**config.mk**
```make
export PLATFORM = sky130hd
export DESIGN_NAME = utrd_front
export DESIGN_NICKNAME = d
export VERILOG_FILES = /design/src/design/utrd_pkg.sv /design/src/design/utrd_front.sv
export SDC_FILE = /design/constraint.sdc
export NUM_CORES = 1
export LEC_CHECK = 0
export BUFFER_PORTS_ARGS = -buffer_cell sky130_fd_sc_hd__buf_2
export CAP_MARGIN = 20
export CORE_ASPECT_RATIO = 1.25
export CORE_MARGIN = 2
export CORE_UTILIZATION = 30
export CTS_BUF_LIST = sky130_fd_sc_hd__clkbuf_2
export DETAILED_ROUTE_END_ITERATION = 12
export HOLD_SLACK_MARGIN = 0.1
export MAX_ROUTING_LAYER = met4
export SLEW_MARGIN = 20
export SYNTH_ARGS = -nofsm -noshare
export SYNTH_HDL_FRONTEND = slang
export SYNTH_SLANG_ARGS = --single-unit
```
**constraint.sdc**
```tcl
create_clock -name clk -period 4.75 [get_ports clk]
set_clock_uncertainty 0.05 [all_clocks]
set_input_delay 0.95 -clock clk [delete_from_list [all_inputs] [get_ports clk]]
set_output_delay 0.95 -clock clk [all_outputs]
set_load 0.01 [all_outputs]
```
**src/design/utrd_pkg.sv**
```systemverilog
// ----------------------------------------------------------------------------
// UUID text radix decoder package
// Shared types, constants and character lookup functions.
// ----------------------------------------------------------------------------
package utrd_pkg;

	localparam int FifoDepth = 4;
	localparam int FifoPtrW  = $clog2(FifoDepth);

	localparam logic RegMode = 1'b0;
	localparam logic RegBase = 1'b1;

	localparam logic [3:0] ModeReset = 4'd8;
	localparam logic [6:0] BaseReset = 7'd16;

	typedef enum logic [3:0] {
		ModeNumeric = 4'd0,
		ModeB64     = 4'd1,
		ModeB32     = 4'd2,
		ModeB32Hex  = 4'd3,
		ModeB16     = 4'd4,
		ModeB36     = 4'd5,
		ModeB62     = 4'd6,
		ModeUuid    = 4'd7,
		ModeAuto    = 4'd8
	} utrd_mode_t;

	typedef struct packed {
		logic [5:0] sel_digit;
		logic [6:0] sel_radix;
		logic       sel_err;
		logic [3:0] hex_digit;
		logic       hex_err;
		logic       dash_skip;
		logic       dash_err;
		logic [4:0] b32_digit;
		logic       b32_err;
		logic [5:0] b36_digit;
		logic       b36_err;
		logic [5:0] b62_digit;
		logic       b62_err;
		logic       last;
		logic [3:0] mode;
		logic [5:0] count;
	} utrd_item_t;

	// Folds a lower-case letter to upper case. The lookups below return
	// {valid, digit}.
	function automatic logic [7:0] fold_upper(input logic [7:0] c);
		logic [7:0] r;
		r = c;
		if (c >= 8'h61 && c <= 8'h7a) r = c - 8'd32;
		return r;
	endfunction

	// Alphabet 0-9A-Za-z+/
	function automatic logic [6:0] std_digit(input logic [7:0] c);
		logic [6:0] r;
		r = 7'd0;
		if (c >= 8'h30 && c <= 8'h39) r = {1'b1, 6'(c - 8'h30)};
		else if (c >= 8'h41 && c <= 8'h5a) r = {1'b1, 6'(c - 8'h41 + 8'd10)};
		else if (c >= 8'h61 && c <= 8'h7a) r = {1'b1, 6'(c - 8'h61 + 8'd36)};
		else if (c == 8'h2b) r = {1'b1, 6'd62};
		else if (c == 8'h2f) r = {1'b1, 6'd63};
		return r;
	endfunction

	// Alphabet A-Za-z0-9+/
	function automatic logic [6:0] b64_digit(input logic [7:0] c);
		logic [6:0] r;
		r = 7'd0;
		if (c >= 8'h41 && c <= 8'h5a) r = {1'b1, 6'(c - 8'h41)};
		else if (c >= 8'h61 && c <= 8'h7a) r = {1'b1, 6'(c - 8'h61 + 8'd26)};
		else if (c >= 8'h30 && c <= 8'h39) r = {1'b1, 6'(c - 8'h30 + 8'd52)};
		else if (c == 8'h2b) r = {1'b1, 6'd62};
		else if (c == 8'h2f) r = {1'b1, 6'd63};
		return r;
	endfunction

	// Alphabet A-Z2-7, case folded
	function automatic logic [6:0] b32_lookup(input logic [7:0] c);
		logic [7:0] u;
		logic [6:0] r;
		u = fold_upper(c);
		r = 7'd0;
		if (u >= 8'h41 && u <= 8'h5a) r = {1'b1, 6'(u - 8'h41)};
		else if (u >= 8'h32 && u <= 8'h37) r = {1'b1, 6'(u - 8'h32 + 8'd26)};
		return r;
	endfunction

	// Alphabet 0-9A-Z with case folding; the caller limits the radix.
	function automatic logic [6:0] folded_digit(input logic [7:0] c);
		return std_digit(fold_upper(c));
	endfunction

endpackage

```
**src/design/utrd_front.sv**
```systemverilog
// ----------------------------------------------------------------------------
// UUID text radix decoder front end
// Holds the registers and the character count and turns each character into
// digits and error bits for every decoder.
// ----------------------------------------------------------------------------
module utrd_front (
	input  logic                  clk,
	input  logic                  arst_n,
	input  logic                  cfg_valid,
	output logic                  cfg_ready,
	input  logic                  cfg_index,
	input  logic [7:0]            cfg_data,
	input  logic                  in_valid,
	input  logic [7:0]            in_char,
	input  logic                  in_last,
	input  logic                  fifo_full,
	output logic                  push,
	output utrd_pkg::utrd_item_t  item
);

	logic [3:0] mode_q;
	logic [6:0] base_q;
	logic [5:0] count_q;
	logic [5:0] count_next;
	logic [6:0] sd, b64, b32, fd, sel;
	logic       is_dash_pos;

	assign cfg_ready = 1'b1;
	assign push      = in_valid && !fifo_full;
	assign count_next = (count_q == 6'd63) ? count_q : count_q + 6'd1;

	always_ff @(posedge clk or negedge arst_n) begin
		if (!arst_n) begin
			mode_q <= utrd_pkg::ModeReset;
			base_q <= utrd_pkg::BaseReset;
		end else if (cfg_valid) begin
			if (cfg_index == utrd_pkg::RegMode) mode_q <= cfg_data[3:0];
			else base_q <= cfg_data[6:0];
		end
	end

	always_ff @(posedge clk or negedge arst_n) begin
		if (!arst_n) begin
			count_q <= 6'd0;
		end else if (push) begin
			count_q <= in_last ? 6'd0 : count_next;
		end
	end

	always_comb begin
		sd  = utrd_pkg::std_digit(in_char);
		b64 = utrd_pkg::b64_digit(in_char);
		b32 = utrd_pkg::b32_lookup(in_char);
		fd  = utrd_pkg::folded_digit(in_char);
		is_dash_pos = (count_q == 6'd8) || (count_q == 6'd13) ||
			(count_q == 6'd18) || (count_q == 6'd23);
		sel = 7'd0;
		item.sel_radix = 7'd64;
		item.sel_err   = 1'b0;
		unique case (mode_q)
			utrd_pkg::ModeNumeric: begin
				item.sel_radix = base_q;
				sel = sd;
				item.sel_err = (base_q < 7'd2) || (base_q > 7'd64) || !sd[6] ||
					({1'b0, sd[5:0]} >= base_q);
			end
			utrd_pkg::ModeB32: begin
				item.sel_radix = 7'd32;
				sel = b32;
				item.sel_err = !b32[6];
			end
			utrd_pkg::ModeB32Hex: begin
				item.sel_radix = 7'd32;
				sel = fd;
				item.sel_err = !fd[6] || (fd[5:0] >= 6'd32);
			end
			utrd_pkg::ModeB16: begin
				item.sel_radix = 7'd16;
				sel = fd;
				item.sel_err = !fd[6] || (fd[5:0] >= 6'd16);
			end
			utrd_pkg::ModeB36: begin
				item.sel_radix = 7'd36;
				sel = fd;
				item.sel_err = !fd[6] || (fd[5:0] >= 6'd36);
			end
			utrd_pkg::ModeB62: begin
				item.sel_radix = 7'd62;
				sel = sd;
				item.sel_err = !sd[6] || (sd[5:0] >= 6'd62);
			end
			utrd_pkg::ModeB64, utrd_pkg::ModeUuid, utrd_pkg::ModeAuto: begin
				sel = b64;
				item.sel_err = !b64[6];
			end
			default: begin
				item.sel_err = 1'b1;
			end
		endcase
		item.sel_digit = sel[5:0];
		item.hex_digit = fd[3:0];
		item.hex_err   = !fd[6] || (fd[5:0] >= 6'd16);
		item.dash_skip = is_dash_pos;
		item.dash_err  = is_dash_pos ? (in_char != 8'h2d) : item.hex_err;
		item.b32_digit = b32[4:0];
		item.b32_err   = !b32[6];
		item.b36_digit = fd[5:0];
		item.b36_err   = !fd[6] || (fd[5:0] >= 6'd36);
		item.b62_digit = sd[5:0];
		item.b62_err   = !sd[6] || (sd[5:0] >= 6'd62);
		item.last      = in_last;
		item.mode      = mode_q;
		item.count     = count_next;
	end

endmodule

```
# Yosys cells after proc, flatten, opt, wreduce, memory -nomap -nowiden
# Cells that the tools add are included.
[totals] regBits=17 input_bits=23 output_inout_bits=54 wordCells=111
[op_classes] n_addsub=16 magnitude_cmp=21 n_eq_ne=18 mux=22 bitwise_logic=1 reduce_logical=30
[op_table] operator="$mux W7" n=15
[op_table] operator="$pmux W7 S5" n=1
[op_table] operator="$eq A8 B6 Y1 const B" n=4
[op_table] operator="$ge A8 B7 Y1 const B" n=4
[op_table] operator="$le A8 B7 Y1 const B" n=4
[op_table] operator="$sub A6 B6 Y6 const B" n=5
[op_table] operator="$ge A8 B6 Y1 const B" n=3
[op_table] operator="$le A8 B6 Y1 const B" n=3
[op_table] operator="$pmux W6 S4" n=1
[op_table] operator="$add A6 B6 Y6 const B" n=3
[op_table] operator="$ge A6 B6 Y1 const B" n=3
[op_table] operator="$eq A4 B3 Y1 const B" n=4
[op_table] operator="$add A6 B4 Y6 const B" n=2
[op_table] operator="$add A6 B5 Y6 const B" n=2
[op_table] operator="$eq A6 B4 Y1 const B" n=2
[op_table] operator="$eq A6 B5 Y1 const B" n=2
[op_table] operator="$mux W6" n=2
[op_table] operator="$sub A6 B1 Y6 const B" n=2
[op_table] operator="$logic_or A1 B1 Y1" n=10
[op_table] operator="$eq A4 B2 Y1 const B" n=2
[op_table] operator="$logic_and A1 B1 Y1" n=8
[op_table] operator="$mux W8" n=1
[op_table] operator="$ne A8 B6 Y1 const B" n=1
[op_table] operator="$sub A8 B6 Y8 const B" n=1
[op_table] operator="16 further kinds" n=23

# Logic depth before layout (Yosys ltp)
[logic_depth] word_depth=12 ltp_mapped=19

# Worst setup path before layout
# Ideal clock, no wire load.
[synth_path] path_type="in2out" from="input in_char[2]" to="output item[38] (netlist bit)" arrival_time_ns=4.377 slack_ns=-0.627 path_stages=19 path_buffers=1 path_cell_list="buf_6 -> inv_1 -> ha_1 -> a21oi_1 -> o21ai_0 -> a221oi_2 -> o21ai_0 -> o211ai_1 -> a21boi_0 -> inv_1 -> ha_1 -> nand2b_1 -> a211oi_1 -> o22ai_1 -> nor4_1 -> o31a_1 -> o221ai_1 -> a41oi_1 -> nand4_1"
[synth_lines] element="start: declaration" line="utrd_front.sv:14" source="input logic [7:0] in_char,"
[synth_lines] element="end: declaration" line="utrd_front.sv:18" source="output utrd_pkg::utrd_item_t item"

==> results.md <==
* Per-cell routed wire length at roughly 17 µm
* Num CTS Buffers at 3
* Cell Count Post-Placement at slightly below 700
* Initial drt markers at about 210
* Die width at 95.5 µm
* Synth Flop Type: dfrtp_1
* Core box area at around 10000 µm²
* # diodes at 0
* Worst Tran Pin Value at slightly above 0.8 ns
* Non-filler cells, final at 704
* Worst-skew pair later-pin latency at 0.30 ns
* Failing checks: setup timing
* DRT Pass-1 Iters at 5
* Total number of vias at 3851
* Slowest CP cell: a32oi_4
* Die area at 11300 µm²
* GRT Util Overall at 21.2%
* Post-synth EDFFs at 0
* Max cap viols at 0
* First-pass GRT wire length at ~18000 µm
* HPWL after DPL at around 10000 µm
* Vias in the first global route at approximately 3700
* Synth async-reset ratio at 100%
* Commonest cells after routing, fill and taps aside: buf_4, buf_2, nand2_1
* Leak pwr at 2.26 nW
* Clk buf depth at 2
* Crit path time final at just over 5 ns
* Clock slew at reported path FFs at ~0.16 ns
* Layout cells sized above 1 at around 49%
* R2R cell count at 6
* Number of vias per cell at between 5 and 6
* Critical Path AT at roughly 4.2 ns
* Crit path largest cell delay at approximately 0.32 ns
* Slew Limit Fails at 0
* Most common cell on crit path: buf_6
* Final core occ at around half
* Setup crit end kind: output pin
* GP Congestion at 0.950
* Sw power at 0.000372 W
* TritonCTS clock tree: yes
* Part of the power in registers at about a quarter
* CP Max Fanout at 5
* Post-Syn Area at 3140 µm²
* Avg Cell Area, Syn at between 7 and 8 µm²
* YS warnings at 0
* Port bufs at 74
* Status: finished with violations
* Clock power frac at around 8%
* Syn Inst Count at between 400 and 500
* Number of routed nets with antenna violations at 0
* Syn-to-layout area delta at 55.3%
* Synth Register Bits at 17
* Tcrit/Tclk final at 109%
* Yosys cell types at 79
* Worst Hold Class: in2async
* Pwr dens at approximately 170 nW/µm²
* Row cnt at slightly above 40
* Startpoint types: primary input
* Commonest non-fill, non-tap cell in the layout: buf_4
* Post-Route Setup TNS at -0.471 ns
* Routed WL at between 10000 and 15000 µm
* Root Buffer: clkbuf_2
* CTS Hold Bufs at 0
* H-tree levels at 1
* Final Hold Fails at 0
* Top Ports at just under 80
* Combinational Power Share at 68.5%
* Num Clock Sinks at 17
* Highest clock rate at around 190 MHz
* Pin count of the biggest net entering global routing at 18
* GRT Residual Overflow at 0
* Nets at ~630
* Relative slew margins at around 45%
* Setup violators final at 2
* Pint at ~0.00045 W
* Post-synthesis sequential area ratio at between 10% and 20%
* PnR worst setup slack at -0.448 ns
* Critical Path RT at approximately 3.8 ns
* Crit path cell chain: buf_12 > clkinvlp_4 > buf_6 > ha_4 > buf_6 > nand2b_4 > a32oi_4 > nor2_4 > buf_4 > a211oi_2 > a2bb2oi_2 > inv_1 > ha_1 > o2111ai_2 > o22ai_1 > nor4_1 > o31a_1 > o221ai_2 > a41oi_2 > nand4_1 > buf_2
* WS Path Type: in2out
* Starting Density at 30.9%
* Sw Share at between 40% and 50%
* # DRC at 0
* VDD IR max at ~0.16 mV
* Die Y at ~120 µm
* RSZ-0062 raised after global routing: true
* Initial antenna violation count at 0
* Syn nets at 467
registers in the layout (all words and copies together), names as in the netlist:
register / count
base_q: 7
count_q: 6
mode_q: 4
stage by stage:
step           instance area [µm²]  setup WS (ns)  hold WS, ns  power (W)
3_5_place_dp                  4580         -0.741        0.479   0.000713
4_1_cts                       4670         -0.457        0.489   0.000795
3_3_place_gp                  4580         -0.590        0.476   0.000703
2_1_floorplan                 3480         -0.117        0.452   0.000500
6_report                      4880         -0.448        0.485   0.000825
5_1_grt                       4880         -0.603        0.489   0.000881
cell usage after synthesis, drive strengths merged (5+ instances only):
cell type | number | area share [%]
nor2b | 5 | 1.0
nand4 | 6 | 1.4
nand2 | 49 | 5.9
nand3 | 10 | 1.6
a211oi | 11 | 2.8
and3 | 5 | 1.0
dfrtp | 15 | 12
mux2 | 8 | 2.9
ha | 33 | 13
inv | 33 | 3.9
a21oi | 24 | 3.8
o211ai | 7 | 1.7
xnor2 | 12 | 3.6
o21ai | 34 | 5.4
or2 | 6 | 1.2
nor3 | 10 | 1.9
clkbuf | 10 | 1.2
o22ai | 6 | 1.2
buf | 12 | 2.8
a221o | 5 | 1.6
a22o | 6 | 1.7
mux2i | 5 | 1.6
nor2 | 27 | 3.3
routing by layer:
layer	global-route usage, %	vias to the layer above	part of all wire [%]
met5	-	-	0
met4	6.79	0	3.6
met3	0.510	28	3.8
met2	37.9	133	52
met1	25.2	1848	40
li1	-	1842	-
power groups by stage:
stage	logic, W	clock network (W)	registers [W]
3_3_place_gp	0.000509	0	0.000194
5_1_grt	0.000609	0.0000775	0.000195
3_5_place_dp	0.000519	0	0.000194
6_report	0.000565	0.0000679	0.000192
4_1_cts	0.000533	0.0000705	0.000191
2_1_floorplan	0.000321	0	0.000179
layout make-up:
type | instances | area (µm²)
Multi-Input combinational cell | 338 | 2860
Timing Repair Buffer | 182 | 1250
Clock buffer | 4 | 20.0
Inverter | 34 | 151
Sequential cell | 17 | 428
Tap cell | 129 | 161
Fill cell | 1040 | 5280
worst max-delay path: cells and delay by family:
kind / cells / cell delay (ns)
and+or+nand+nor: 4 / 0.55
buffers and inverters: 7 / 0.82
AOI/OAI and AO/OA: 8 / 1.39
adders and majority gates: 2 / 0.45
worst paths after layout:
path                            slack (ns)         end        from
max in group asynchronous             3.85   mode_q[3]      arst_n
min in group clk                      0.51   base_q[1]   base_q[1]
worst max register to register        2.91  count_q[1]  count_q[0]
worst max-delay path                 -0.45    item[38]  in_char[3]
worst min register to register        0.51   base_q[1]   base_q[1]
worst min-delay path                  0.48   base_q[6]      arst_n
logic make-up after synthesis:
kind of cell,after synthesis,share of synthesized area [%]
AND/OR/NAND/NOR,142,23.8
AO/OA/AOI/OAI,135,31.8
buffers and inverters,56,8.05
adder cells (fa/ha/maj),33,13.2
flip-flops,17,13.6
XOR/XNOR,14,5.02
multiplexers,13,4.46
other,1,0.119
timing repair:
item	CTS	global route
gates resized for setup	8	36
pin swaps	6	29
endpoints found under the setup margin	2	4
setup buffers	4	10
(Power assumes the default switching activity.)
