===== src/design/utrd_pkg.sv =====
// ----------------------------------------------------------------------------
// UUID text radix decoder package
// Shared types, constants and character lookup functions.
// ----------------------------------------------------------------------------
package utrd_pkg;

	localparam int FifoDepth = 4;
	localparam int FifoPtrW  = $clog2(FifoDepth);

	localparam logic RegMode = 1'b0;
	localparam logic RegBase = 1'b1;

	localparam logic [3:0] ModeReset = 4'd8;
	localparam logic [6:0] BaseReset = 7'd16;

	typedef enum logic [3:0] {
		ModeNumeric = 4'd0,
		ModeB64     = 4'd1,
		ModeB32     = 4'd2,
		ModeB32Hex  = 4'd3,
		ModeB16     = 4'd4,
		ModeB36     = 4'd5,
		ModeB62     = 4'd6,
		ModeUuid    = 4'd7,
		ModeAuto    = 4'd8
	} utrd_mode_t;

	typedef struct packed {
		logic [5:0] sel_digit;
		logic [6:0] sel_radix;
		logic       sel_err;
		logic [3:0] hex_digit;
		logic       hex_err;
		logic       dash_skip;
		logic       dash_err;
		logic [4:0] b32_digit;
		logic       b32_err;
		logic [5:0] b36_digit;
		logic       b36_err;
		logic [5:0] b62_digit;
		logic       b62_err;
		logic       last;
		logic [3:0] mode;
		logic [5:0] count;
	} utrd_item_t;

	// Folds a lower-case letter to upper case. The lookups below return
	// {valid, digit}.
	function automatic logic [7:0] fold_upper(input logic [7:0] c);
		logic [7:0] r;
		r = c;
		if (c >= 8'h61 && c <= 8'h7a) r = c - 8'd32;
		return r;
	endfunction

	// Alphabet 0-9A-Za-z+/
	function automatic logic [6:0] std_digit(input logic [7:0] c);
		logic [6:0] r;
		r = 7'd0;
		if (c >= 8'h30 && c <= 8'h39) r = {1'b1, 6'(c - 8'h30)};
		else if (c >= 8'h41 && c <= 8'h5a) r = {1'b1, 6'(c - 8'h41 + 8'd10)};
		else if (c >= 8'h61 && c <= 8'h7a) r = {1'b1, 6'(c - 8'h61 + 8'd36)};
		else if (c == 8'h2b) r = {1'b1, 6'd62};
		else if (c == 8'h2f) r = {1'b1, 6'd63};
		return r;
	endfunction

	// Alphabet A-Za-z0-9+/
	function automatic logic [6:0] b64_digit(input logic [7:0] c);
		logic [6:0] r;
		r = 7'd0;
		if (c >= 8'h41 && c <= 8'h5a) r = {1'b1, 6'(c - 8'h41)};
		else if (c >= 8'h61 && c <= 8'h7a) r = {1'b1, 6'(c - 8'h61 + 8'd26)};
		else if (c >= 8'h30 && c <= 8'h39) r = {1'b1, 6'(c - 8'h30 + 8'd52)};
		else if (c == 8'h2b) r = {1'b1, 6'd62};
		else if (c == 8'h2f) r = {1'b1, 6'd63};
		return r;
	endfunction

	// Alphabet A-Z2-7, case folded
	function automatic logic [6:0] b32_lookup(input logic [7:0] c);
		logic [7:0] u;
		logic [6:0] r;
		u = fold_upper(c);
		r = 7'd0;
		if (u >= 8'h41 && u <= 8'h5a) r = {1'b1, 6'(u - 8'h41)};
		else if (u >= 8'h32 && u <= 8'h37) r = {1'b1, 6'(u - 8'h32 + 8'd26)};
		return r;
	endfunction

	// Alphabet 0-9A-Z with case folding; the caller limits the radix.
	function automatic logic [6:0] folded_digit(input logic [7:0] c);
		return std_digit(fold_upper(c));
	endfunction

endpackage


===== src/design/utrd_back.sv =====
// ----------------------------------------------------------------------------
// UUID text radix decoder back end
// Runs the six 128-bit accumulators and picks and registers the result.
// ----------------------------------------------------------------------------
module utrd_back (
	input  logic                  clk,
	input  logic                  arst_n,
	input  logic                  q_empty,
	input  utrd_pkg::utrd_item_t  it,
	output logic                  pop,
	output logic                  out_valid,
	input  logic                  out_ready,
	output logic [135:0]          out_data
);

	logic [127:0] sel_q, hexc_q, hexd_q, b32_q, b36_q, b62_q;
	logic [127:0] sel_n, hexc_n, hexd_n, b32_n, b36_n, b62_n;
	logic [5:0]   err_q, err_n;
	logic [127:0] res;
	logic [127:0] res_q;
	logic         out_valid_q;

	assign pop = !q_empty && (!it.last || !out_valid_q || out_ready);
	assign out_valid = out_valid_q;
	assign out_data = {2'b00, (res_q[63:61] == 3'b111) ? 2'd3 :
		(res_q[63:62] == 2'b11) ? 2'd2 : res_q[63] ? 2'd1 : 2'd0,
		res_q[79:76], res_q[63:0], res_q[127:64]};

	always_comb begin
		sel_n  = it.sel_err ? sel_q :
			128'(sel_q * 128'(it.sel_radix)) + 128'(it.sel_digit);
		hexc_n = it.hex_err ? hexc_q : (hexc_q << 4) + 128'(it.hex_digit);
		hexd_n = (it.dash_err || it.dash_skip) ? hexd_q :
			(hexd_q << 4) + 128'(it.hex_digit);
		b32_n  = it.b32_err ? b32_q : (b32_q << 5) + 128'(it.b32_digit);
		b36_n  = it.b36_err ? b36_q :
			(b36_q << 5) + (b36_q << 2) + 128'(it.b36_digit);
		b62_n  = it.b62_err ? b62_q :
			(b62_q << 6) - (b62_q << 1) + 128'(it.b62_digit);
		err_n  = err_q | {it.b62_err, it.b36_err, it.b32_err, it.dash_err,
			it.hex_err, it.sel_err};
	end

	// Result selection on the final character, from the updated state.
	always_comb begin
		res = '0;
		if (it.mode <= 4'(utrd_pkg::ModeB62)) begin
			if (!err_n[0]) res = sel_n;
		end else if (it.mode == 4'(utrd_pkg::ModeUuid) ||
			it.mode == 4'(utrd_pkg::ModeAuto)) begin
			if (it.count == 6'd32) begin
				if (!err_n[1]) res = hexc_n;
			end else if (it.count == 6'd36) begin
				if (!err_n[2]) res = hexd_n;
			end else if (it.mode == 4'(utrd_pkg::ModeAuto)) begin
				if (it.count == 6'd26) begin
					if (!err_n[3]) res = b32_n;
				end else if (it.count == 6'd25 || it.count == 6'd24) begin
					if (!err_n[4]) res = b36_n;
				end else if (it.count == 6'd22) begin
					// Base64 that fails or decodes to nil falls back to base62.
					if (!err_n[0] && (sel_n != '0)) res = sel_n;
					else if (!err_n[5]) res = b62_n;
				end
			end
		end
	end

	always_ff @(posedge clk or negedge arst_n) begin
		if (!arst_n) begin
			sel_q <= '0; hexc_q <= '0; hexd_q <= '0;
			b32_q <= '0; b36_q  <= '0; b62_q  <= '0;
			err_q <= '0;
			out_valid_q <= 1'b0;
		end else begin
			if (pop && it.last) out_valid_q <= 1'b1;
			else if (out_ready) out_valid_q <= 1'b0;
			if (pop) begin
				if (it.last) begin
					sel_q <= '0; hexc_q <= '0; hexd_q <= '0;
					b32_q <= '0; b36_q  <= '0; b62_q  <= '0;
					err_q <= '0;
				end else begin
					sel_q <= sel_n; hexc_q <= hexc_n; hexd_q <= hexd_n;
					b32_q <= b32_n; b36_q  <= b36_n;  b62_q  <= b62_n;
					err_q <= err_n;
				end
			end
		end
	end

	always_ff @(posedge clk) begin
		if (pop && it.last) res_q <= res;
	end

	a_clear_after_last: assert property (@(posedge clk) disable iff (!arst_n)
		pop && it.last |=> (err_q == '0) && (sel_q == '0) && (b62_q == '0))
		else $error("state not cleared after final beat");
	a_no_overwrite: assert property (@(posedge clk) disable iff (!arst_n)
		out_valid_q && !out_ready |-> !(pop && it.last))
		else $error("pending result overwritten");
	a_result_follows: assert property (@(posedge clk) disable iff (!arst_n)
		pop && it.last |=> out_valid_q)
		else $error("final beat gave no result");

endmodule


===== config.mk =====
export PLATFORM = sky130hd
export DESIGN_NAME = utrd_back
export DESIGN_NICKNAME = d
export VERILOG_FILES = /design/src/design/utrd_pkg.sv /design/src/design/utrd_back.sv
export SDC_FILE = /design/constraint.sdc
export NUM_CORES = 2
export LEC_CHECK = 0
export BUFFER_PORTS_ARGS = -buffer_cell sky130_fd_sc_hd__buf_2
export CAP_MARGIN = 20
export CELL_PAD_IN_SITES_DETAIL_PLACEMENT = 1
export CELL_PAD_IN_SITES_GLOBAL_PLACEMENT = 1
export CORE_MARGIN = 2
export CORE_UTILIZATION = 46
export DETAILED_ROUTE_END_ITERATION = 6
export MAX_ROUTING_LAYER = met4
export PLACE_DENSITY = 0.76
export SYNTH_ARGS = -nofsm -noshare
export SYNTH_HDL_FRONTEND = slang
export SYNTH_SLANG_ARGS = --single-unit

===== constraint.sdc =====
create_clock -name clk -period 7.4 [get_ports clk]
set_input_delay 1.48 -clock clk [delete_from_list [all_inputs] [get_ports clk]]
set_output_delay 1.48 -clock clk [all_outputs]
set_load 0.005 [all_outputs]

# Word level (Yosys, flattened, before mapping)
# Index checks and enable logic that the tools add are counted.
# classes
n_addsub	8
mul	1
div	0
magnitude_cmp	1
n_eq_ne	10
shift	0
mux	33
bitwise_logic	1
n_reduce_logical	14
# ops
cell	n
$mux W128	27
$add A128 B6 Y128	3
$add A128 B4 Y128	2
$add A128 B128 Y128	1
$add A128 B5 Y128	1
$mul A128 B7 Y128	1
$reduce_bool A128 Y1	1
$sub A128 B128 Y128	1
$eq A6 B5 Y1 const B	4
$eq A6 B6 Y1 const B	2
$mux W6	1
$or A6 B6 Y6	1
$logic_or A1 B1 Y1	5
$eq A4 B3 Y1 const B	1
$eq A4 B4 Y1 const B	1
$le A4 B3 Y1 const B	1
$logic_not A1 Y1	4
$mux W2	2
$eq A3 B3 Y1 const B	1
$logic_and A1 B1 Y1	3
$mux W1	3
$eq A2 B2 Y1 const B	1
$reduce_bool A2 Y1	1
# word_totals
ff_bits	903
latch_bits	0
ramBits	0
rom_bits	0
elab_cells	77
n_memories	0

# Logic depth before layout (Yosys ltp)
# logic_depth
ltp_word	14
depth_mapped	31
ltp_nobuf	25

# Worst setup path after synthesis
# No wires, ideal clock.
# synth_timing
path_type	input-to-reg
startpoint	input port it[41] (netlist name)
endpoint	register res_q[62] (data pin)
setup_time_ps	261
arrival_time_ps	8694
required_ps	7139
slack_ps	-1555
path_stages	29
n_path_buf	6
cell_sequence	clkbuf_1 clkbuf_1 clkbuf_1 and2_1 fa_1 fa_1 fa_1 inv_1 fa_1 inv_1 ha_1 clkbuf_1 a21oi_1 o21a_1 o21ai_0 a211o_1 a21oi_2 or3_1 o221ai_1 or4b_1 or4b_1 or4_4 nand4b_4 or2_1 o21ai_2 buf_6 o21ai_4 buf_6 a221o_1
# synth_via
elab_chain_len	14
# synth_lines
item	line	text
from (decl)	utrd_back.sv:9	input utrd_pkg::utrd_item_t it,
$mul A128 B7 Y128 *	utrd_back.sv:31	128'(sel_q * 128'(it.sel_radix)) + 128'(it.sel_digit);
$add A128 B6 Y128 *	utrd_back.sv:31	
$mux W128 *	utrd_back.sv:30	sel_n = it.sel_err ? sel_q :
$reduce_bool A128 Y1	utrd_back.sv:62	if (!err_n[0] && (sel_n != '0)) res = sel_n;
$logic_and A1 B1 Y1	utrd_back.sv:62	
$mux W128	utrd_back.sv:62	
$mux W128	utrd_back.sv:60	end else if (it.count == 6'd22) begin
$mux W128	utrd_back.sv:58	end else if (it.count == 6'd25 || it.count == 6'd24) begin
$mux W128	utrd_back.sv:56	if (it.count == 6'd26) begin
$mux W128	utrd_back.sv:55	end else if (it.mode == 4'(utrd_pkg::ModeAuto)) begin
$mux W128	utrd_back.sv:53	end else if (it.count == 6'd36) begin
$mux W128	utrd_back.sv:51	if (it.count == 6'd32) begin
$mux W128	utrd_back.sv:49	end else if (it.mode == 4'(utrd_pkg::ModeUuid) ||
$mux W128 *	utrd_back.sv:47	if (it.mode <= 4'(utrd_pkg::ModeB62)) begin
via res[62]	utrd_back.sv:19	logic [127:0] res;
to (signal assigned)	utrd_back.sv:93	if (pop && it.last) res_q <= res;
to (decl)	utrd_back.sv:20	logic [127:0] res_q;
# Mark *: on every way through the listed nets, which the timed path passes. The rest lies on a longest branch.
# A chain may end at the register's enable or synchronous reset.

# Worst setup path after layout
# layout_timing
startpoint	input port it[43] (netlist name)
endpoint	register res_q[7] (data pin)
# Same word-level chain as after synthesis.

==> results.txt <==
Worst slew margin - 0.202
Placeable Area - 0.198 mm²
Initial drt markers - 10000
Vias in the first global route - 97400
Die ar. - 0.203 mm²
WL final - 436 mm
Final setup viols - 131
I/O pin count - 194
PD cells - 494 mW/mm²
Die Wd - 451 µm
Hold endpoint - hexd_q[127]
Worst path bufs/invs - 11
Seq/Total Area, Yosys - 0.250
Status - finished with violations
Dpl cells - 14200
VDD IR max - 0.326 mV
Starting Density - 0.464
First-pass GRT wire length - 642 mm
Min Tclk post-route - 8940 ps
Site Rows - 163
Final Non-Filler Cells - 14500
Nets@finish - 13000
R2r setup slk - -1130 ps
CP top delay family - adder cells
Max-slew violations - 0
Mapped Area - 0.0918 mm²
Crit. path cell count - 31
Clock sink count - 891
Synth cell types - 106
Final period util - 1.21
Sw frac - 0.524
PortBufs - 191
Async S/R FF share, synth - 0.856
GPL Wtd Cong - 1.08
DP HPWL - 339 mm
Initial antenna violation count - 31
Synth Register Bits - 891
R2R depth - 30
Required time of the critical path - 7910 ps
Most used DFF post-synth - dfrtp_1
Clk Latency, worst-skew pair - 780 ps
WHS Path Cells - 2
Max H-tree Level - 3
Mapped Cells - 10700
Slowest cell on crit path - or4b_4
Layout cells sized above 1 - 0.189
Ys Warns - 0
Largest net degree at the start of global routing - 143
CP Capture Type - flop
P_int - 26100 µW
CTS Buf Count - 103
Core Util, Final - 0.561
Final WS setup - -1540 ps
R2R Path End - res_q[7]
Critical path arrival - 9460 ps
Worst clock skew - 40.0 ps
Hold-fix buffer count after cts - 0
Clock share of power - 0.106
Violated checks - setup timing
Final Hold Viols - 0
Clk buf depth - 3
Total GRT Usage - 0.429
CTS tree - done
LEAKAGE - 0.0530 µW
Comb pwr share - 0.767
Fmax - 112 MHz
Maximum fanout along the worst path - 24
Layout area overhead - 21.0%
Min-Delay Path Class - reg -> reg
Max-Cap Viols - 0
Psw - 28700 µW
DR vias - 93000
Critical path class - in -> reg
WL/cell - 30.1 µm
Startpoint types - input port
Slew @ Worst Pin - 1190 ps
Mean Syn Cell Area - 8.61 µm²
Clock-pin slew on the worst setup and hold paths - 70 ps
Filler cell count in the final layout - 22900
Worst Hold Launch - hexd_q[127]
Reg2reg start - sel_q[32]
Die height - 451 µm
# DRC - 0
CTS root buf - clkbuf_16
Drt via density - 6.42
DRT antenna net count - 0
Congestion Overflow GR - 0
Detailed Routing Iterations Pass 1 - 6
Post-synth EDFFs - 128
Seq pwr share - 0.127
Crit path largest cell delay - 590 ps
Total negative setup slack - -171810 ps
RSZ-0062 raised after global routing - true
[sequential cells by signal, indices dropped and copies added, names as in the netlist]
register and count:
sel_q 128, hexc_q 124, b62_q 127, res_q 128, b32_q 123, err_q 6, hexd_q 128, b36_q 126
out_valid 1
[worst max-delay path by stage]
stage            from  slack [ps]         to
6_report       it[43]       -1540   res_q[7]
5_1_grt        it[44]       -1600  res_q[28]
4_1_cts        it[45]       -1400  res_q[95]
3_5_place_dp   it[40]       -3290   res_q[3]
3_3_place_gp   it[42]       -3070   res_q[3]
2_1_floorplan  it[42]       -1040  res_q[62]
[power groups by stage]
stage | clock (µW) | combinational, µW | sequential (µW)
floorplan | 0 | 20500 | 6240
global route | 6020 | 44500 | 6960
finish | 5830 | 42000 | 6960
CTS | 5830 | 39600 | 6850
detailed placement | 0 | 38800 | 6930
global placement | 0 | 37700 | 6890
[Yosys cell counts, drive strengths merged (44+ instances only)]
cell type  number  area (µm²)
o211ai         56         425
clkbuf        622        2340
nand3         102         510
a221o          77         771
nand4         180        1150
nand2b         50         313
a211o          44         385
and3           49         307
o21a           51         383
inv           872        3270
a22o          599        5250
mux2i          79         791
o22ai          53         332
o21ai         642        3230
a31oi          70         444
nor2b          57         357
buf           103         534
o21bai        102         766
or3            51         319
a21boi        109         818
edfxtp        128        3840
a221oi         85         757
nor2          441        1660
dfrtp         763       19100
and2          828        5180
a21oi         862        4340
fa            619       12400
ha            633        7920
a21o          233        1750
xnor2         212        1860
xor2          115        1010
nor4           52         332
nor3          140         723
a22oi          72         541
a211oi         61         473
nand2        1086        4080
[logic make-up after synthesis]
family,share of synthesized area
compound gates,0.247
xor+xnor,0.0312
fa+ha+maj,0.221
buf+inv,0.0670
flops,0.250
mux,0.00996
other cells,0.0000408
simple gates,0.174
[per-layer routing]
layer | vias to the layer above | share of wire | track usage | wire length [µm]
li1 | 39800 | - | - | -
met1 | 47800 | 0.41 | 0.571 | 181000
met2 | 4457 | 0.44 | 0.638 | 192000
met3 | 944 | 0.084 | 0.0671 | 36800
met4 | 0 | 0.060 | 0.209 | 26400
met5 | - | 0 | - | 0
[worst min-delay path, cell delays in order, from the launching register on]
cell and delay [ps]:
dfrtp_1 350, nand2_1 50, o21ai_0 60
[per-stage QoR]
step	cell area, µm²	total power, µW	worst slack, ps	hold WS [ps]
finish	111000	54800	-1540	496
global route	111000	57500	-1600	532
CTS	110000	52300	-1400	498
detailed placement	105000	45800	-3290	484
global placement	105000	44500	-3070	469
floorplan	92300	26800	-1040	450
[what timing repair did]
| item | CTS | global route |
|---|---|---|
| setup buffers | 11 | 38 |
| pin swaps | 19 | 66 |
| resized for setup | 106 | 236 |
| cloned | 5 | 5 |
| setup endpoints to repair | 138 | 139 |
[layout by cell type, fill, tap and decap left out, types with 61 or more instances in the layout]
cell type	synthesis	routed
mux2i_1	79	77
a31oi_1	69	61
inv_1	872	868
ha_1	633	597
dfrtp_1	763	763
edfxtp_1	128	128
nor2_1	441	416
buf_2	43	185
a221o_1	77	77
xor2_1	115	114
a221oi_1	83	78
a21oi_1	856	812
nand4_1	178	178
a22o_1	599	599
nand3_1	102	98
and2_1	826	815
a21o_1	233	230
fa_1	619	607
o21bai_1	102	100
a21boi_0	108	106
a22oi_1	72	71
o21ai_0	621	584
nand2_1	1083	1071
clkbuf_16	0	109
buf_4	11	1408
xnor2_1	212	208
nor3_1	138	123
[cell type report]
cell class,count,area (µm²),share of cell area
multi-input combinational,8175,64600,0.582
sequential,891,22900,0.207
timing repair buffer,1678,13100,0.118
tap,2640,3300,0.0297
inverter,873,3280,0.0295
clock buffer,128,2820,0.0254
clock inverter,64,936,0.00843
antenna,28,70.1,0.000631
Note: power is estimated with default switching activity, not from simulation.
