**config.mk**
```make
export PLATFORM = sky130hd
export DESIGN_NAME = utrd_fifo
export DESIGN_NICKNAME = d
export VERILOG_FILES = /design/src/design/utrd_pkg.sv /design/src/design/utrd_fifo.sv
export SDC_FILE = /design/constraint.sdc
export NUM_CORES = 1
export LEC_CHECK = 0
export BUFFER_PORTS_ARGS = -buffer_cell sky130_fd_sc_hd__buf_2
export CORE_MARGIN = 3
export CORE_UTILIZATION = 30
export DETAILED_ROUTE_END_ITERATION = 10
export GPL_TIMING_DRIVEN = 0
export SLEW_MARGIN = 10
export SYNTH_ARGS = -nofsm -noshare
export SYNTH_HDL_FRONTEND = slang
export SYNTH_SLANG_ARGS = --single-unit
```
**constraint.sdc**
```tcl
create_clock -name clk -period 2.3 [get_ports clk]
set_input_delay 0.23 -clock clk [delete_from_list [all_inputs] [get_ports clk]]
set_output_delay 0.23 -clock clk [all_outputs]
set_load 0.05 [all_outputs]
```
**src/design/utrd_pkg.sv**
```systemverilog
// ----------------------------------------------------------------------------
// UUID text radix decoder package
// Shared types, constants and character lookup functions.
// ----------------------------------------------------------------------------
package utrd_pkg;

	localparam int FifoDepth = 4;
	localparam int FifoPtrW  = $clog2(FifoDepth);

	localparam logic RegMode = 1'b0;
	localparam logic RegBase = 1'b1;

	localparam logic [3:0] ModeReset = 4'd8;
	localparam logic [6:0] BaseReset = 7'd16;

	typedef enum logic [3:0] {
		ModeNumeric = 4'd0,
		ModeB64     = 4'd1,
		ModeB32     = 4'd2,
		ModeB32Hex  = 4'd3,
		ModeB16     = 4'd4,
		ModeB36     = 4'd5,
		ModeB62     = 4'd6,
		ModeUuid    = 4'd7,
		ModeAuto    = 4'd8
	} utrd_mode_t;

	typedef struct packed {
		logic [5:0] sel_digit;
		logic [6:0] sel_radix;
		logic       sel_err;
		logic [3:0] hex_digit;
		logic       hex_err;
		logic       dash_skip;
		logic       dash_err;
		logic [4:0] b32_digit;
		logic       b32_err;
		logic [5:0] b36_digit;
		logic       b36_err;
		logic [5:0] b62_digit;
		logic       b62_err;
		logic       last;
		logic [3:0] mode;
		logic [5:0] count;
	} utrd_item_t;

	// Folds a lower-case letter to upper case. The lookups below return
	// {valid, digit}.
	function automatic logic [7:0] fold_upper(input logic [7:0] c);
		logic [7:0] r;
		r = c;
		if (c >= 8'h61 && c <= 8'h7a) r = c - 8'd32;
		return r;
	endfunction

	// Alphabet 0-9A-Za-z+/
	function automatic logic [6:0] std_digit(input logic [7:0] c);
		logic [6:0] r;
		r = 7'd0;
		if (c >= 8'h30 && c <= 8'h39) r = {1'b1, 6'(c - 8'h30)};
		else if (c >= 8'h41 && c <= 8'h5a) r = {1'b1, 6'(c - 8'h41 + 8'd10)};
		else if (c >= 8'h61 && c <= 8'h7a) r = {1'b1, 6'(c - 8'h61 + 8'd36)};
		else if (c == 8'h2b) r = {1'b1, 6'd62};
		else if (c == 8'h2f) r = {1'b1, 6'd63};
		return r;
	endfunction

	// Alphabet A-Za-z0-9+/
	function automatic logic [6:0] b64_digit(input logic [7:0] c);
		logic [6:0] r;
		r = 7'd0;
		if (c >= 8'h41 && c <= 8'h5a) r = {1'b1, 6'(c - 8'h41)};
		else if (c >= 8'h61 && c <= 8'h7a) r = {1'b1, 6'(c - 8'h61 + 8'd26)};
		else if (c >= 8'h30 && c <= 8'h39) r = {1'b1, 6'(c - 8'h30 + 8'd52)};
		else if (c == 8'h2b) r = {1'b1, 6'd62};
		else if (c == 8'h2f) r = {1'b1, 6'd63};
		return r;
	endfunction

	// Alphabet A-Z2-7, case folded
	function automatic logic [6:0] b32_lookup(input logic [7:0] c);
		logic [7:0] u;
		logic [6:0] r;
		u = fold_upper(c);
		r = 7'd0;
		if (u >= 8'h41 && u <= 8'h5a) r = {1'b1, 6'(u - 8'h41)};
		else if (u >= 8'h32 && u <= 8'h37) r = {1'b1, 6'(u - 8'h32 + 8'd26)};
		return r;
	endfunction

	// Alphabet 0-9A-Z with case folding; the caller limits the radix.
	function automatic logic [6:0] folded_digit(input logic [7:0] c);
		return std_digit(fold_upper(c));
	endfunction

endpackage

```
**src/design/utrd_fifo.sv**
```systemverilog
// ----------------------------------------------------------------------------
// UUID text radix decoder queue
// Short register queue of classified characters between front and back.
// ----------------------------------------------------------------------------
module utrd_fifo (
	input  logic                  clk,
	input  logic                  arst_n,
	input  logic                  push,
	input  utrd_pkg::utrd_item_t  wr_item,
	input  logic                  pop,
	output utrd_pkg::utrd_item_t  rd_item,
	output logic                  empty,
	output logic                  full
);

	utrd_pkg::utrd_item_t mem_q [utrd_pkg::FifoDepth];
	logic [utrd_pkg::FifoPtrW-1:0] wr_ptr_q, rd_ptr_q;
	logic [utrd_pkg::FifoPtrW:0]   cnt_q;

	assign empty   = (cnt_q == '0);
	assign full    = (cnt_q == (utrd_pkg::FifoPtrW+1)'(utrd_pkg::FifoDepth));
	assign rd_item = mem_q[rd_ptr_q];

	always_ff @(posedge clk) begin
		if (push) mem_q[wr_ptr_q] <= wr_item;
	end

	always_ff @(posedge clk or negedge arst_n) begin
		if (!arst_n) begin
			wr_ptr_q <= '0;
			rd_ptr_q <= '0;
			cnt_q    <= '0;
		end else begin
			if (push) wr_ptr_q <= wr_ptr_q + 1'b1;
			if (pop)  rd_ptr_q <= rd_ptr_q + 1'b1;
			if (push && !pop) cnt_q <= cnt_q + 1'b1;
			else if (pop && !push) cnt_q <= cnt_q - 1'b1;
		end
	end

endmodule

```
==> After elaboration in Yosys (flattened, before gate mapping) <==
Memory sizes are Yosys's and may differ from the RTL's.
Cells that the tools add are included.
{ "totals": {"regBits": 7, "latchBits": 0, "ram_bits": 208, "romBits": 0, "out_inout_bits": 54, "wordCells": 19, "memories": 1} }
{ "classes": {"addsub": 4, "mul": 0, "n_div": 0, "magnitude_cmp": 0, "eq_ne": 1, "shift": 0, "muxes": 4, "bitwise_logic": 0, "n_reduce_logical": 6} }
{ "memory_table": {"columns": ["name", "depth", "word_bits", "read_ports", "rd_clocked_by_memory_dff", "write_ports", "line", "text"], "rows": [
  ["mem_q", 4, 52, 1, 0, 1, "utrd_fifo.sv:16", "utrd_pkg::utrd_item_t mem_q [utrd_pkg::FifoDepth];"]
]} }
{ "ops": {"columns": ["cell", "n"], "rows": [
  ["$mux 3", 2],
  ["$add 2x1->2 const B", 2],
  ["$add 3x1->3 const B", 1],
  ["$eq 3x3->1 const B", 1],
  ["$logic_not 3->1", 1],
  ["$sub 3x1->3 const B", 1],
  ["$logic_and 1x1->1", 2],
  ["$logic_not 1->1", 2],
  ["$mux 1", 2],
  ["$reduce_bool 2->1", 1]
]} }

==> Longest topological paths before layout <==
Gate-level depths: netlist of run 1.
{ "depth": {"depth_word": 4, "depth_mapped": 7} }

==> Worst setup path after synthesis of run 1 <==
OpenSTA, ideal clock, no wires.
{ "synth_timing": {"path_type": "register to register", "start": "reg wr_ptr_q[0] (netlist name)", "end": "mem mem_q[2][0] (netlist name), enable pin", "setup_ns": 0.415, "arrival_time_ns": 1.852, "required_ns": 1.885, "slack_ns": 0.033, "stages_incl_launch_ff": 4, "period_less_slack_ns": 2.267, "cell_sequence": "dfrtp_1 inv_1 ha_1 and2_1"} }
{ "synth_lines": {"columns": ["element", "line", "text"], "rows": [
  ["start, declared", "utrd_fifo.sv:17", "logic [utrd_pkg::FifoPtrW-1:0] wr_ptr_q, rd_ptr_q;"],
  ["start signal, assigned", "utrd_fifo.sv:34", "if (push) wr_ptr_q <= wr_ptr_q + 1'b1;"],
  ["end, declared", "utrd_fifo.sv:16", null]
]} }
No word-level cell before the write port.

==> qor.yml, run 1 <==
r2r_end: "mem_q[1][3]$_DFFE_PP_"
drc: 0
synth_seq_cells: 215
vias_per_cell: 4.481
hold_class: "primary input to asynchronous set/reset pin"
cts_setup_buffers: 0
p_per_area_nw_per_um2: 1419
post-dp-hpwl_um: 9422
final_cell_mix: "208 x edfxtp_1, 105 x buf_2, 55 x dlygate4sd3_1"
grt_max_degree: 32
ys_types: 19
endpoint_kind: "output pin"
fin_crit_sh_pct: 96.59
wl_met3_um: 833
p_clk_share_pct: 24.9
ios: 110
dp_cells: 754
die_w_um: 168.9
switching_share_pct: 37.22
dieHeight_um: 168.9
startpoint_type: "flop"
grt_pass1_wl_um: 24030
setup_violations: 0
avgSynthCellArea_um2: 26.03
cp_max_fo: 10
root_buffer: "clkbuf_16"
vdd.ir_drop.worst_v: 0.0008511
ys_seq_area_share_pct: 80.63
drtIter0Drc: 198
wire_per_inst_um: 18.14
clkLatencyLatePin_ns: 0.51
antenna_left: 0
grt_pass1_vias: 4295
fmax_mhz: 450.2
r2r_setup_slack_ns: 0.57
crit_required_ns: 2.07
period_needed_ns: 2.221
syn_inst: 306
final_cells: 851
seqPwrFrac_pct: 36.1
skew_ns: 0.01322
antenna_found_initial: 0
place.gp.congestion: 0.6616
r2r-start: "wr_ptr_q[1]$_DFFE_PN0P_"
syn2layout_area_growth_pct: 30.21
clock_path_buffers: 3
drt-met1-wl_um: 6497
drive_gt1_share_pct: 41.28
status: "completed"
cts_tree: "yes"
yosys.area.top_type: "edfxtp_1"
hold_ws_ns: 0.09005
synth_area_um2: 7964
leakagePower_nw: 3.613
clock_sinks: 215
htreeDepth: 1
synth_area_leaders: "edfxtp_1 78%, mux4_2 14%, dfrtp_1 2.2%, mux4_1 1.3%, buf_12 1.3%"
vias: 3813
fin_tns_setup_ns: 0
cts.clk_slew.worst_paths_ns: 0.06
final_common_cell: "edfxtp_1"
die_area_um2: 28540
tightest_slew_ns: 0.4187
syn-num-nets: 368
num_antenna_cells: 0
port_buffers: 109
startpoint: "rd_ptr_q[0]$_DFFE_PN0P_"
synth_top_cell_area_share_pct: 78.43
finalHoldViolCount: 0
final_util_pct: 39.79
num_rows: 59
initial_utilization_pct: 30.56
yosys_warnings: 0
dr.max_layer_used: "met4"
track_usage_pct: 10.82
core-area_um2: 26060
drt_pre_antenna_iters: 5
maxCapViolCount: 0
layout.nets: 562
overflow: 0
worstRegToRegCells: 4
dr_wl_met2_um: 7825
arrival_ns: 1.99
wl_um: 15440
rsz0062_at_grt: "true"
p_switching_mw: 5.479
p_int_mw: 9.240
crit_type: "flop to output pin"
finalMaxSlewViolations: 0
numCtsBuffers: 24
combinationalPowerShare_pct: 39.0
worst_slew_margin_rel_pct: 72.09
[layer usage]
layer / up-vias / GRT usage [%]
met5: - / 0
met4: 0 / 2.953
met3: 27 / 2.732
met1: 1994 / 13.81
met2: 97 / 18.47
li1: 1695 / -
[cell usage after synthesis]
library cell / number
mux4_1: 4
nand2_1: 2
nor3_1: 1
buf_6: 1
o21ai_0: 1
dfrtp_1: 7
ha_1: 5
fa_1: 1
nor2_1: 1
buf_2: 6
edfxtp_1: 208
inv_1: 4
buf_12: 5
mux2_2: 1
and2_1: 4
xor2_1: 4
nor3b_1: 1
mux4_2: 48
xnor2_1: 2
[cells by family after synthesis]
kind of cell	Yosys count	share of synthesized area (%)
AOI/OAI and AO/OA	1	0.06278
xor gates and xnor gates	6	0.6599
adders and majority gates	6	1.037
buffers and inverters	16	1.964
DFF	215	80.63
muxes	53	15.04
and+or+nand+nor	9	0.6126
[critical path: stages (launching register included)]
cell and delay (ns):
dfrtp_1 0.38, buf_12 0.18, buf_12 0.16, mux4_2 0.53, buf_2 0.23
[worst max-delay path by stage]
stage | end | slack, ns | cells past startpoint
after global placement | mem_q[0][12]$_DFFE_PP_ | -1.03 | 3
after global routing | rd_item[24] | -0.004 | 4
final | rd_item[24] | 0.08 | 4
after floorplan | mem_q[2][0]$_DFFE_PP_ | 0.03 | 3
after detailed placement | mem_q[1][17]$_DFFE_PP_ | 0.53 | 4
after CTS | rd_item[24] | -0.01 | 4
[cell type report]
class	count	area, um2
inverters	4	15.01
well taps	335	419.2
plain buffers	12	162.7
clock buffers	27	633.1
repair buffers	168	1189
flip-flops and latches	215	6421
fillers	2317	15690
clock inverters	15	133.9
multi-input cells	75	1396
[repair_timing]
item                                    in CTS  in global routing
gates resized for setup                      3                 17
endpoints found under the setup margin      13                 42
hold endpoints to repair                   218                  0
hold buffers                                55                  0
[through the flow]
step	instance area, um2	worst slack, ns	power [mW]
finish	10370	0.07853	14.72
global route	10370	-0.003688	15.44
CTS	10340	-0.01175	14.94
detailed placement	9019	0.5261	11.12
global placement	8929	-1.034	10.97
floorplan	7964	0.03285	9.716
[power by group through the flow]
stage               combinational [mW]  sequential, mW  clock (mW)
global route                      6.12            5.37        3.94
finish                            5.74            5.31        3.67
CTS                               5.83            5.32        3.79
global placement                  5.55            5.42           0
floorplan                         4.36            5.36           0
detailed placement                5.72            5.39           0
[state kept, by name, indices dropped and copies added (netlist names)]
name,flops
wr_ptr_q,2
mem_q,208
rd_ptr_q,2
cnt_q,3
(Power assumes the default switching activity.)
==> run 2: changes to the inputs <==
- MAX_ROUTING_LAYER: unset -> met4
==> qor.yml, run 2 (synthesized netlist as in run 1, its figures left out) <==
skew_ns: 0.01363  # +0.0004128 ns
tightest_slew_ns: 0.4184  # -0.0002706 ns
worst-path-stages: 4  # unchanged
cp_max_fo: 10  # unchanged
hold_class: "primary input to asynchronous set/reset pin"
die_w_um: 168.9  # unchanged
crit_type: "flop to output pin"
reg_top3: "mem_q x208, cnt_q x3"
startpoint: "rd_ptr_q[0]$_DFFE_PN0P_"
rsz0062_at_grt: "true"
hold_ws_ns: 0.08963  # -0.0004183 ns
clock_path_buffers: 3  # unchanged
r2r-start: "wr_ptr_q[1]$_DFFE_PN0P_"
grt_max_degree: 32  # unchanged
num_rows: 59  # unchanged
fin_crit_sh_pct: 96.60  # about the same
final_util_pct: 39.79  # unchanged
post-dp-hpwl_um: 9422  # unchanged
largest_reg_flops: 208  # unchanged
vias: 3811  # -0.052%
wl_um: 15420  # about the same
die_area_um2: 28540  # unchanged
drive_gt1_share_pct: 41.28  # unchanged
timing.final.ws_setup_ns: 0.07826  # -0.0002700 ns
layout.nets: 562  # unchanged
wire_per_inst_um: 18.12  # about the same
fmax_mhz: 450.1  # about the same
wl_met3_um: 833  # unchanged
cts_tree: "yes"
cpMaxStageDelayCell: "mux4_2"
track_usage_pct: 11.15  # +0.33 points
place_worst_setup_slack_ns: 0.5261  # unchanged
leakagePower_nw: 3.613  # unchanged
initial_utilization_pct: 30.56  # unchanged
numCtsBuffers: 24  # unchanged
vdd.ir_drop.worst_v: 0.0008506  # about the same
cts.clk_slew.worst_paths_ns: 0.06  # about the same
port_buffers: 109  # unchanged
crit_path_max_incr_delay_ns: 0.53  # about the same
setup_violations: 0  # unchanged
clkLatencyLatePin_ns: 0.51  # about the same
antenna_found_initial: 0  # unchanged
drt-met1-wl_um: 6479  # -0.28%
r2r_setup_slack_ns: 0.57  # about the same
drc: 0  # unchanged
startpoint_type: "flop"
overflow: 0  # unchanged
maxCapViolCount: 0  # unchanged
crit_required_ns: 2.07  # about the same
p_per_area_nw_per_um2: 1419  # about the same
finalHoldViolCount: 0  # unchanged
status: "completed"
root_buffer: "clkbuf_16"
r2r_end: "mem_q[1][3]$_DFFE_PP_"
critPathTopFamily: "buffers and inverters"
dieHeight_um: 168.9  # unchanged
final_common_cell: "edfxtp_1"
endpoint_kind: "output pin"
arrival_ns: 1.99  # about the same
antenna_left: 0  # unchanged
clock_sinks: 215  # unchanged
grt_pass1_wl_um: 24050  # +0.12%
grt_pass1_vias: 4293  # -0.047%
drt_pre_antenna_iters: 5  # unchanged
syn2layout_area_growth_pct: 30.21  # unchanged
crit_end: "rd_item[24]"
dr.max_layer_used: "met4"
crit_chain: "buf_12, buf_12, mux4_2, buf_2"
dr_wl_met2_um: 7830  # about the same
worst_slew_margin_rel_pct: 72.11  # about the same
cts_setup_buffers: 0  # unchanged
ios: 110  # unchanged
worstRegToRegCells: 4  # unchanged
num_antenna_cells: 0  # unchanged
largest-register: "mem_q"
final_cell_mix: "208 x edfxtp_1, 105 x buf_2, 55 x dlygate4sd3_1"
vias_per_cell: 4.478  # about the same
htreeDepth: 1  # unchanged
place.gp.congestion: 0.6678  # +0.94%
core-area_um2: 26060  # unchanged
cp.buffers_inverters: 3  # unchanged
period_needed_ns: 2.222  # +0.0002700 ns
crit_top_cell: "buf_12"
finalMaxSlewViolations: 0  # unchanged
drtIter0Drc: 213  # +7.6%
run 2: layer usage:
metal  track usage [%]  up-vias
li1                  -     1694
met1             13.84     1993
met2             18.47       97
met3             2.732       27
met4             2.953        0
met5                 -        -
run 2: through the flow:
step	power, mW	std cells	cell area, um2	setup TNS [ns]
2_1_floorplan	9.716	306	7964	0
3_3_place_gp	10.97	750	8929	-208.54
3_5_place_dp	11.12	754	9019	0
4_1_cts	14.94	851	10340	-0.04019
5_1_grt	15.44	851	10370	-0.004961
6_report	14.72	851	10370	0
run 2: power breakdown:
group	total [mW]	leakage, nW	internal, mW	switching [mW]
sequential	5.31	1.99	5.13	0.184
clock	3.67	0.373	2.20	1.47
combinational	5.74	1.25	1.91	3.83
total	14.7	3.61	9.24	5.48
run 2: timing repair:
item | CTS | global route
endpoints found under the hold margin | 218 | 0
hold buffers | 55 | 0
endpoints found under the setup margin | 13 | 42
resized for setup | 3 | 17
run 2: area by class of cell:
class	instances	area, um2
buffer	12	162.7
clock inverter	15	133.9
clock buffer	27	633.1
timing repair buffer	168	1189
multi-input combinational	75	1396
fill	2317	15690
inverter	4	15.01
tap	335	419.2
sequential	215	6421
run 2: worst min-delay path by stage:
stage	startpoint	endpoint	cells past startpoint
floorplan	arst_n	cnt_q[0]$_DFFE_PN0P_	0
global placement	arst_n	cnt_q[2]$_DFFE_PN0P_	1
detailed placement	arst_n	cnt_q[0]$_DFFE_PN0P_	1
CTS	arst_n	cnt_q[1]$_DFFE_PN0P_	2
global route	arst_n	cnt_q[1]$_DFFE_PN0P_	2
finish	arst_n	cnt_q[1]$_DFFE_PN0P_	2
==> run 3: changes to the inputs <==
- CELL_PAD_IN_SITES_DETAIL_PLACEMENT: unset -> 2
- CELL_PAD_IN_SITES_GLOBAL_PLACEMENT: unset -> 2
- PLACE_DENSITY_LB_ADDON: unset -> 0.1
==> qor.yml, run 3 (synthesized netlist as in run 1, its figures left out) <==
min_to: "wr_ptr_q[0]$_DFFE_PN0P_"
worstRegToRegCells: 4  # unchanged
rsz0062_at_grt: "true"
register_area_um2: 6421  # unchanged
vias_per_cell: 4.445  # -0.73%
grt_max_degree: 41  # +28%
cpMaxStageDelayCell: "mux4_2"
dp_cells: 754  # unchanged
vias: 3792  # -0.50%
maxCapViolCount: 0  # unchanged
dpl_cell_area_um2: 9049  # +0.33%
crit_required_ns: 2.07  # about the same
cts.clk_slew.worst_paths_ns: 0.05  # about the same
p_per_area_nw_per_um2: 1433  # +0.95%
fmax_mhz: 451.7  # +0.35%
drt_pre_antenna_iters: 4  # -1
root_buffer: "clkbuf_16"
grt_pass1_wl_um: 26250  # +9.1%
vdd.ir_drop.worst_v: 0.0008675  # +2.0%
final_cells: 853  # +0.24%
fin_crit_sh_pct: 96.26  # -0.34 points
cp.buffers_inverters: 3  # unchanged
die_w_um: 168.9  # unchanged
startpoint_type: "flop"
cp_max_fo: 10  # unchanged
critPathTopFamily: "buffers and inverters"
crit_type: "flop to output pin"
setup_violations: 0  # unchanged
crit_path_max_incr_delay_ns: 0.52  # about the same
die_area_um2: 28540  # unchanged
tightest_slew_ns: 0.3946  # -0.02378 ns
endpoint_kind: "output pin"
ios: 110  # unchanged
initial_utilization_pct: 30.56  # unchanged
dieHeight_um: 168.9  # unchanged
crit_chain: "buf_12, buf_12, mux4_2, buf_2"
place.gp.congestion: 0.6637  # -0.61%
core-area_um2: 26060  # unchanged
antenna_found_initial: 0  # unchanged
htreeDepth: 1  # unchanged
reg_top3: "mem_q x208, cnt_q x3"
drtIter0Drc: 142  # -33%
wl_um: 17050  # +11%
period_needed_ns: 2.214  # -0.007760 ns
clock_sinks: 215  # unchanged
finalMaxSlewViolations: 0  # unchanged
r2r_setup_slack_ns: 0.62  # +0.05 ns
multiInputGateArea_um2: 1396  # unchanged
num_rows: 59  # unchanged
hold_start: "push"
numCtsBuffers: 25  # +4.2%
clkLatencyLatePin_ns: 0.51  # about the same
final_cell_mix: "208 x edfxtp_1, 109 x buf_2, 54 x dlygate4sd3_1"
overflow: 0  # unchanged
r2r-start: "wr_ptr_q[0]$_DFFE_PN0P_"
clock_path_buffers: 3  # unchanged
grt_pass1_vias: 4488  # +4.5%
num_antenna_cells: 0  # unchanged
drc: 0  # unchanged
final_common_cell: "edfxtp_1"
syn2layout_area_growth_pct: 30.75
worst_slew_margin_rel_pct: 73.69  # +1.6 points
drive_gt1_share_pct: 40.93  # -0.35 points
min_delay_path_depth: 2
track_usage_pct: 12.40  # +1.2 points
finalHoldViolCount: 0  # unchanged
cts_tree: "yes"
antenna_left: 0  # unchanged
arrival_ns: 1.98  # about the same
status: "completed"
skew_ns: 0.01012  # -0.003511 ns
post-dp-hpwl_um: 10520  # +12%
crit_top_cell: "buf_12"
leakagePower_nw: 3.633  # +0.55%
hold_class: "primary input to flop"
n_fill_cell: 2463  # +6.3%
wire_per_inst_um: 19.98  # +10%
largest_reg_flops: 208  # unchanged
port_buffers: 109  # unchanged
largest-register: "mem_q"
r2r_end: "mem_q[0][13]$_DFFE_PP_"
fin_area_um2: 10410  # +0.41%
layout.nets: 563  # +0.18%
## run 3: layout make-up
class                           instances  share of cell area, %
Buffer                                 12                  1.562
Clock inverter                         15                  1.454
Clock buffer                           29                  6.152
Sequential cell                       215                  61.67
Timing Repair Buffer                  168                  11.58
Tap cell                              335                  4.025
Multi-Input combinational cell         75                  13.41
Inverter                                4                 0.1442
## run 3: per-stage QoR
stage	util, %	setup slack [ns]	total power [mW]	hold slack, ns	setup TNS [ns]
final	39.96	0.08602	14.92	0.04549	0
after detailed placement	34.72	0.5514	11.26	0.08356	0
after global routing	39.96	-0.01407	15.66	0.06434	-0.04027
after global placement	34.26	-1.310	11.10	0.07894	-263.93
after CTS	39.85	0.007155	15.22	0.02404	0
after floorplan	-	0.03285	9.716	-0.06559	0
## run 3: repair_timing
item	4_1_cts	5_1_grt
buffers inserted	0	1
endpoints found under the hold margin	216	0
gates resized for setup	1	8
hold buffers	54	0
cloned	0	0
setup endpoints to repair	1	47
## run 3: power breakdown
part	switching, mW	internal [mW]	total, mW
combinational	3.88	1.92	5.80
sequential	0.193	5.13	5.32
clock	1.48	2.32	3.80
total	5.56	9.36	14.9
## run 3: how the worst max path moves through the flow
| stage | cells after the start | startpoint | slack [ns] | endpoint |
|---|---|---|---|---|
| final | 4 | rd_ptr_q[0]$_DFFE_PN0P_ | 0.09 | rd_item[5] |
| after global routing | 4 | rd_ptr_q[0]$_DFFE_PN0P_ | -0.01 | rd_item[25] |
| after CTS | 4 | rd_ptr_q[1]$_DFFE_PN0P_ | 0.007 | rd_item[34] |
| after detailed placement | 4 | rd_ptr_q[1]$_DFFE_PN0P_ | 0.55 | rd_item[34] |
| after global placement | 3 | wr_ptr_q[0]$_DFFE_PN0P_ | -1.31 | mem_q[0][7]$_DFFE_PP_ |
| after floorplan | 3 | wr_ptr_q[0]$_DFFE_PN0P_ | 0.03 | mem_q[2][0]$_DFFE_PP_ |
## run 3: per-layer routing
layer / up-vias / global-route usage, % / share of wire (%)
li1: 1701 / - / -
met1: 1990 / 14.67 / 40
met2: 77 / 21.75 / 53
met3: 24 / 2.592 / 4.2
met4: 0 / 3.095 / 2.3
met5: - / - / 0
